**src/fdl_pkg.sv**
```systemverilog
// Shared types and constants of the feedback delay line.
// Holds register indexes, register widths and reset values, and the
// command and status records between the controller and the datapath.
`default_nettype none

package fdl_pkg;

  localparam int IDX_W      = 2;
  localparam int CFG_DATA_W = 20;
  localparam int DELAY_W    = 20;
  localparam int LEN_W      = 13;
  localparam int GAIN_W     = 16;
  localparam int FRAC_BITS  = 8;
  localparam int COEF_W     = 17;

  localparam logic [IDX_W-1:0] REG_DELAY_LENGTH  = 2'd0;
  localparam logic [IDX_W-1:0] REG_LENGTH_IN_USE = 2'd1;
  localparam logic [IDX_W-1:0] REG_FEEDBACK_GAIN = 2'd2;
  localparam logic [IDX_W-1:0] REG_WET_MIX       = 2'd3;

  localparam logic [DELAY_W-1:0] DELAY_RESET = 20'd256000;
  localparam logic [LEN_W-1:0]   LEN_RESET   = 13'd4096;
  localparam logic [GAIN_W-1:0]  GAIN_RESET  = 16'd16384;
  localparam logic [GAIN_W-1:0]  GAIN_ONE    = 16'd32768;
  localparam logic [LEN_W-1:0]   LEN_MIN     = 13'd2;

  // One bit per sequencer step; the datapath acts on whichever is set.
  typedef struct packed {
    logic clear;
    logic accept;
    logic prep;
    logic ptr;
    logic rd_before;
    logic rd_after;
    logic interp;
    logic fb;
    logic wr;
    logic mix;
  } cmd_t;

  typedef struct packed {
    logic clear_last;
    logic out_busy;
  } status_t;

endpackage

`default_nettype wire

```
**src/fdl_ctrl.sv**
```systemverilog
// Sequencer of the feedback delay line: clearing pass, then one request
// at a time through eight steps. Uses fdl_pkg for the command and status types.
`default_nettype none

module fdl_ctrl (
  input  logic             clk_i,
  input  logic             rst_ni,
  input  logic             in_valid_i,
  output logic             in_stall_o,
  input  fdl_pkg::status_t status_i,
  output fdl_pkg::cmd_t    cmd_o
);
  import fdl_pkg::*;

  localparam logic [3:0] ST_CLEAR  = 4'd0;
  localparam logic [3:0] ST_IDLE   = 4'd1;
  localparam logic [3:0] ST_PREP   = 4'd2;
  localparam logic [3:0] ST_PTR    = 4'd3;
  localparam logic [3:0] ST_RD0    = 4'd4;
  localparam logic [3:0] ST_RD1    = 4'd5;
  localparam logic [3:0] ST_INTERP = 4'd6;
  localparam logic [3:0] ST_FB     = 4'd7;
  localparam logic [3:0] ST_WR     = 4'd8;
  localparam logic [3:0] ST_MIX    = 4'd9;

  logic [3:0] state_q, state_d;

  assign in_stall_o = (state_q != ST_IDLE);

  always_comb begin
    state_d = state_q;
    cmd_o   = '0;
    case (state_q)
      ST_CLEAR: begin
        cmd_o.clear = 1'b1;
        if (status_i.clear_last) begin
          state_d = ST_IDLE;
        end
      end
      ST_IDLE: begin
        if (in_valid_i) begin
          cmd_o.accept = 1'b1;
          state_d      = ST_PREP;
        end
      end
      ST_PREP: begin
        cmd_o.prep = 1'b1;
        state_d    = ST_PTR;
      end
      ST_PTR: begin
        cmd_o.ptr = 1'b1;
        state_d   = ST_RD0;
      end
      ST_RD0: begin
        cmd_o.rd_before = 1'b1;
        state_d         = ST_RD1;
      end
      ST_RD1: begin
        cmd_o.rd_after = 1'b1;
        state_d        = ST_INTERP;
      end
      ST_INTERP: begin
        cmd_o.interp = 1'b1;
        state_d      = ST_FB;
      end
      ST_FB: begin
        cmd_o.fb = 1'b1;
        state_d  = ST_WR;
      end
      ST_WR: begin
        cmd_o.wr = 1'b1;
        state_d  = ST_MIX;
      end
      ST_MIX: begin
        // Hold the finished sample until the output register is free.
        if (!status_i.out_busy) begin
          cmd_o.mix = 1'b1;
          state_d   = ST_IDLE;
        end
      end
      default: begin
        state_d = ST_IDLE;
      end
    endcase
  end

  always_ff @(posedge clk_i or negedge rst_ni) begin
    if (!rst_ni) begin
      state_q <= ST_CLEAR;
    end else begin
      state_q <= state_d;
    end
  end

endmodule

`default_nettype wire

```
**config.mk**
```make
export PLATFORM = sky130hd
export DESIGN_NAME = fdl_ctrl
export DESIGN_NICKNAME = d
export VERILOG_FILES = /design/src/fdl_pkg.sv /design/src/fdl_ctrl.sv
export SDC_FILE = /design/constraint.sdc
export NUM_CORES = 1
export LEC_CHECK = 0
export BUFFER_PORTS_ARGS = -buffer_cell sky130_fd_sc_hd__buf_4
export CAP_MARGIN = 20
export CORE_AREA = 2 2 39 41
export CTS_BUF_LIST = sky130_fd_sc_hd__clkbuf_8
export CTS_CLUSTER_SIZE = 20
export DETAILED_ROUTE_END_ITERATION = 12
export DIE_AREA = 0 0 41 43
export PLACE_DENSITY = 0.45
export SLEW_MARGIN = 10
export SYNTH_ARGS = -nofsm -noshare
export SYNTH_HDL_FRONTEND = slang
export SYNTH_SLANG_ARGS = --single-unit
```
**constraint.sdc**
```tcl
create_clock -name clk_i -period 2.3 [get_ports clk_i]
set_clock_uncertainty 0.1 [all_clocks]
set_input_delay 0.46 -clock clk_i [delete_from_list [all_inputs] [get_ports clk_i]]
set_output_delay 0.46 -clock clk_i [all_outputs]
set_load 0.03 [all_outputs]
```
### Word-level counts from Yosys, hierarchy flattened

Index checks and enable logic that the tools add are counted.

* add/sub/neg operators: 0
* multipliers: 0
* divide/modulo/power cells: 0
* $lt $le $gt $ge: 0
* eq/ne operators: 13
* shifts and indexed selects: 0
* mux-type cells: 16
* bitwise operators: 0
* reduce and logical (&&, ||, !) cells: 2

Operators with widths (count)
* case mux 4 bit (10 select lines): 1
* equality test 4 x 3 -> 1 bit (second input constant): 4
* two-way mux 1 bit: 12
* two-way mux 4 bit: 3
* equality test 4 x 2 -> 1 bit (second input constant): 2
* equality test 4 bit (second input constant): 2
* inequality test 2 bit (second input constant): 3
* equality test 4 x 1 -> 1 bit (second input constant): 1
* logical NOT 4 bit: 1
* inequality test 4 x 1 -> 1 bit (second input constant): 1
* AND reduction 3 bit: 1

* register bits after elaboration: 4
* bits in latches: 0
* RAM bits: 0
* memory bits (read-only): 0
* input bits: 5
* memories kept: 0

### Logic depth before layout (Yosys ltp)

* depth in word-level cells: 3
* gate-level depth with buffers: 4
* depth with buffers taken out: 3

### Least setup slack after synthesis

Ideal clock, no wire load.

* path kind: flip-flop to output port
* start point: register state_q[0]
* end point: output cmd_o[9] (netlist bit)
* arrival: 1.547 ns
* slack: 0.193 ns
* cell stages (with the launch flop): 3
* buffers on the path: 1
* path through: dfrtp_1 > clkbuf_2 > nor4_1

RTL lines
* start, declared: line fdl_ctrl.sv:26 `logic [3:0] state_q, state_d;`
* start signal, assigned: line fdl_ctrl.sv:91 `state_q <= state_d;`
* end, declared: line fdl_ctrl.sv:11 `output fdl_pkg::cmd_t cmd_o`

==> flow_summary.ini <==
[outcome]
status = finished clean

[clock_tree]
clk_latency_ns = 0.21
htreeDepth = 1
ctsResizeCount = 0
postCtsSetupBuffers = 0
clock_sink_count = 4
cts_tree = yes
cts-buffers-inserted = 3
cts_buffer_depth = 2
hold_buffers = 1
cts.clk_slew.worst_paths_ns = 0.03
root_buffer = clkbuf_8

[timing]
slew_violations = 0
relSlewSlack_pct = 72.9
fmax_mhz = 526
finalHoldViolCount = 0
tightest_slew_ns = 0.403
rsz0062_at_grt = false
fin_crit_ns = 1.90
fin_worst_hold_slack_ns = 0.393
setup_viol = 0
tns_ns = 0
post-route-period-util_pct = 82.7

[logic_synthesis]
synthTopCellsByArea = dfrtp_1 35%, nor3_1 8.8%, buf_6 7.9%, nor2_1 6.6%, nand2b_1 4.4%
synth_cells = 36
seq_area_frac_synth_pct = 35.1
synth_top_area_share_pct = 35.1
ys_warn_count = 0
synth.distinct_cells = 19
ys.flop_type = dfrtp_1
synth_seq_cells = 4
synth_nets = 41
synth_common_cells = 5 x nor2_1, 5 x nor3_1, 4 x dfrtp_1
synth-edff-count = 0
ys_async_sr_fraction_pct = 100
yosysTopAreaCell = dfrtp_1
postSynthAreaPerCell_um2 = 7.92
netlist_area_um2 = 285

[die]
core_area_um2 = 1380
die_height_um = 43
ios = 16
dieWidth_um = 41
std_cell_rows = 14
start_util_pct = 20.6
die_area_um2 = 1760

[route]
first_pass_iters = 3
vias_per_cell = 4.36
drt_iter0_markers = 4
drtAntennaViolNets = 0
via_count = 292
totalWireLength_um = 697
route.detailed.drc = 0
post_drt_wl_per_cell_um = 10.4

[placement]
gp_congestion = 0.759
dp_hpwl_um = 550
placed_cells = 63
io_buffers = 15

[layout]
post-route-util_pct = 31.6
stdcell_count = 67
syn_to_final_growth_pct = 53.1
n_antenna_cell = 0
largest_register_ffs = 4
nets = 58
largest_register = state_q
reg_top3 = state_q x4
drive_gt1_share_pct = 37.3

[worst_setup_path]
crit_fanout = 9
start_kind = flop
crit_required_ns = 1.74
end_kind = output port
r2r_start = state_q[0]
startpoint = state_q[0]
critical_path_arrival_ns = 1.34
r2r_setup_slack_ns = 1.08
crit_type = reg -> out

[flow_run]
maxCapViolCount = 0

[global_routing]
grt_pass1_wl_um = 1100
antenna_found_initial = 0
grt_pass1_vias = 271
grt_remaining_overflow = 0
grt_max_degree = 10
grtUsageTotal_pct = 9.26

[power]
power_density_nw_per_um2 = 1670
finalPower_mw = 0.728
p_leak_nw = 0.211
peakVddDrop_uv = 544

[hold_path]
hp-start = status_i[1]
hp-class = in -> reg
## critical path: stages, from the launching register on
cell and delay (ns):
dfrtp_1 0.46, nor4_1 0.43, buf_4 0.24
## routing by layer
metal  track usage [%]  wire length [um]  vias to the layer above
met4              2.00                 0                        0
met1              11.4               315                      133
met2              13.1               329                        9
met5                 0                 0                        -
met3              6.28                52                        0
li1                  -                 -                      150
## final timing paths
kind	endpoint	cells past startpoint
max	cmd_o[9]	2
min	state_q[0]	3
max reg2reg	state_q[0]	2
min reg2reg	state_q[1]	1
max in group asynchronous	state_q[3]	2
min in group asynchronous	state_q[0]	2
## cell type report
type	count	area, um2
clock buffers	3	41.3
multi-input cells	26	145
well taps	16	20.0
flip-flops and latches	4	100
fillers	157	947
repair buffers	16	123
inverters	2	7.51
## logic make-up after synthesis
logic type             Yosys count  share of synthesized area, %
buffers and inverters            6                          14.0
XOR/XNOR                         1                          3.07
flip-flops                       4                          35.1
AO/OA/AOI/OAI                    4                          9.65
AND/OR/NAND/NOR                 21                          38.2
## power breakdown
part,switching [mW],total (mW),leakage [nW],internal (mW)
combinational,0.245,0.406,0.139,0.160
sequential,0.0707,0.176,0.0497,0.106
clock,0.0342,0.146,0.0216,0.111
## per-stage QoR
stage / instance area (um2) / setup WS, ns
finish: 437 / 0.398
global route: 437 / 0.299
CTS: 437 / 0.382
detailed placement: 385 / 0.620
global placement: 385 / 0.582
floorplan: 285 / 0.193
## layout by cell type, fill, tap and decap left out, drive strengths merged
cell,instances
nor3,5
or3,1
and2b,1
o32ai,1
nor4,1
a32oi,1
and3,1
o21ai,1
buf,15
dfrtp,4
nor2,5
dlygate4sd3,1
nand2,3
nor2b,1
a21oi,1
clkbuf,3
nand2b,2
or2b,1
inv,2
xor2,1
No activity file was read; power rests on OpenSTA's default activity.
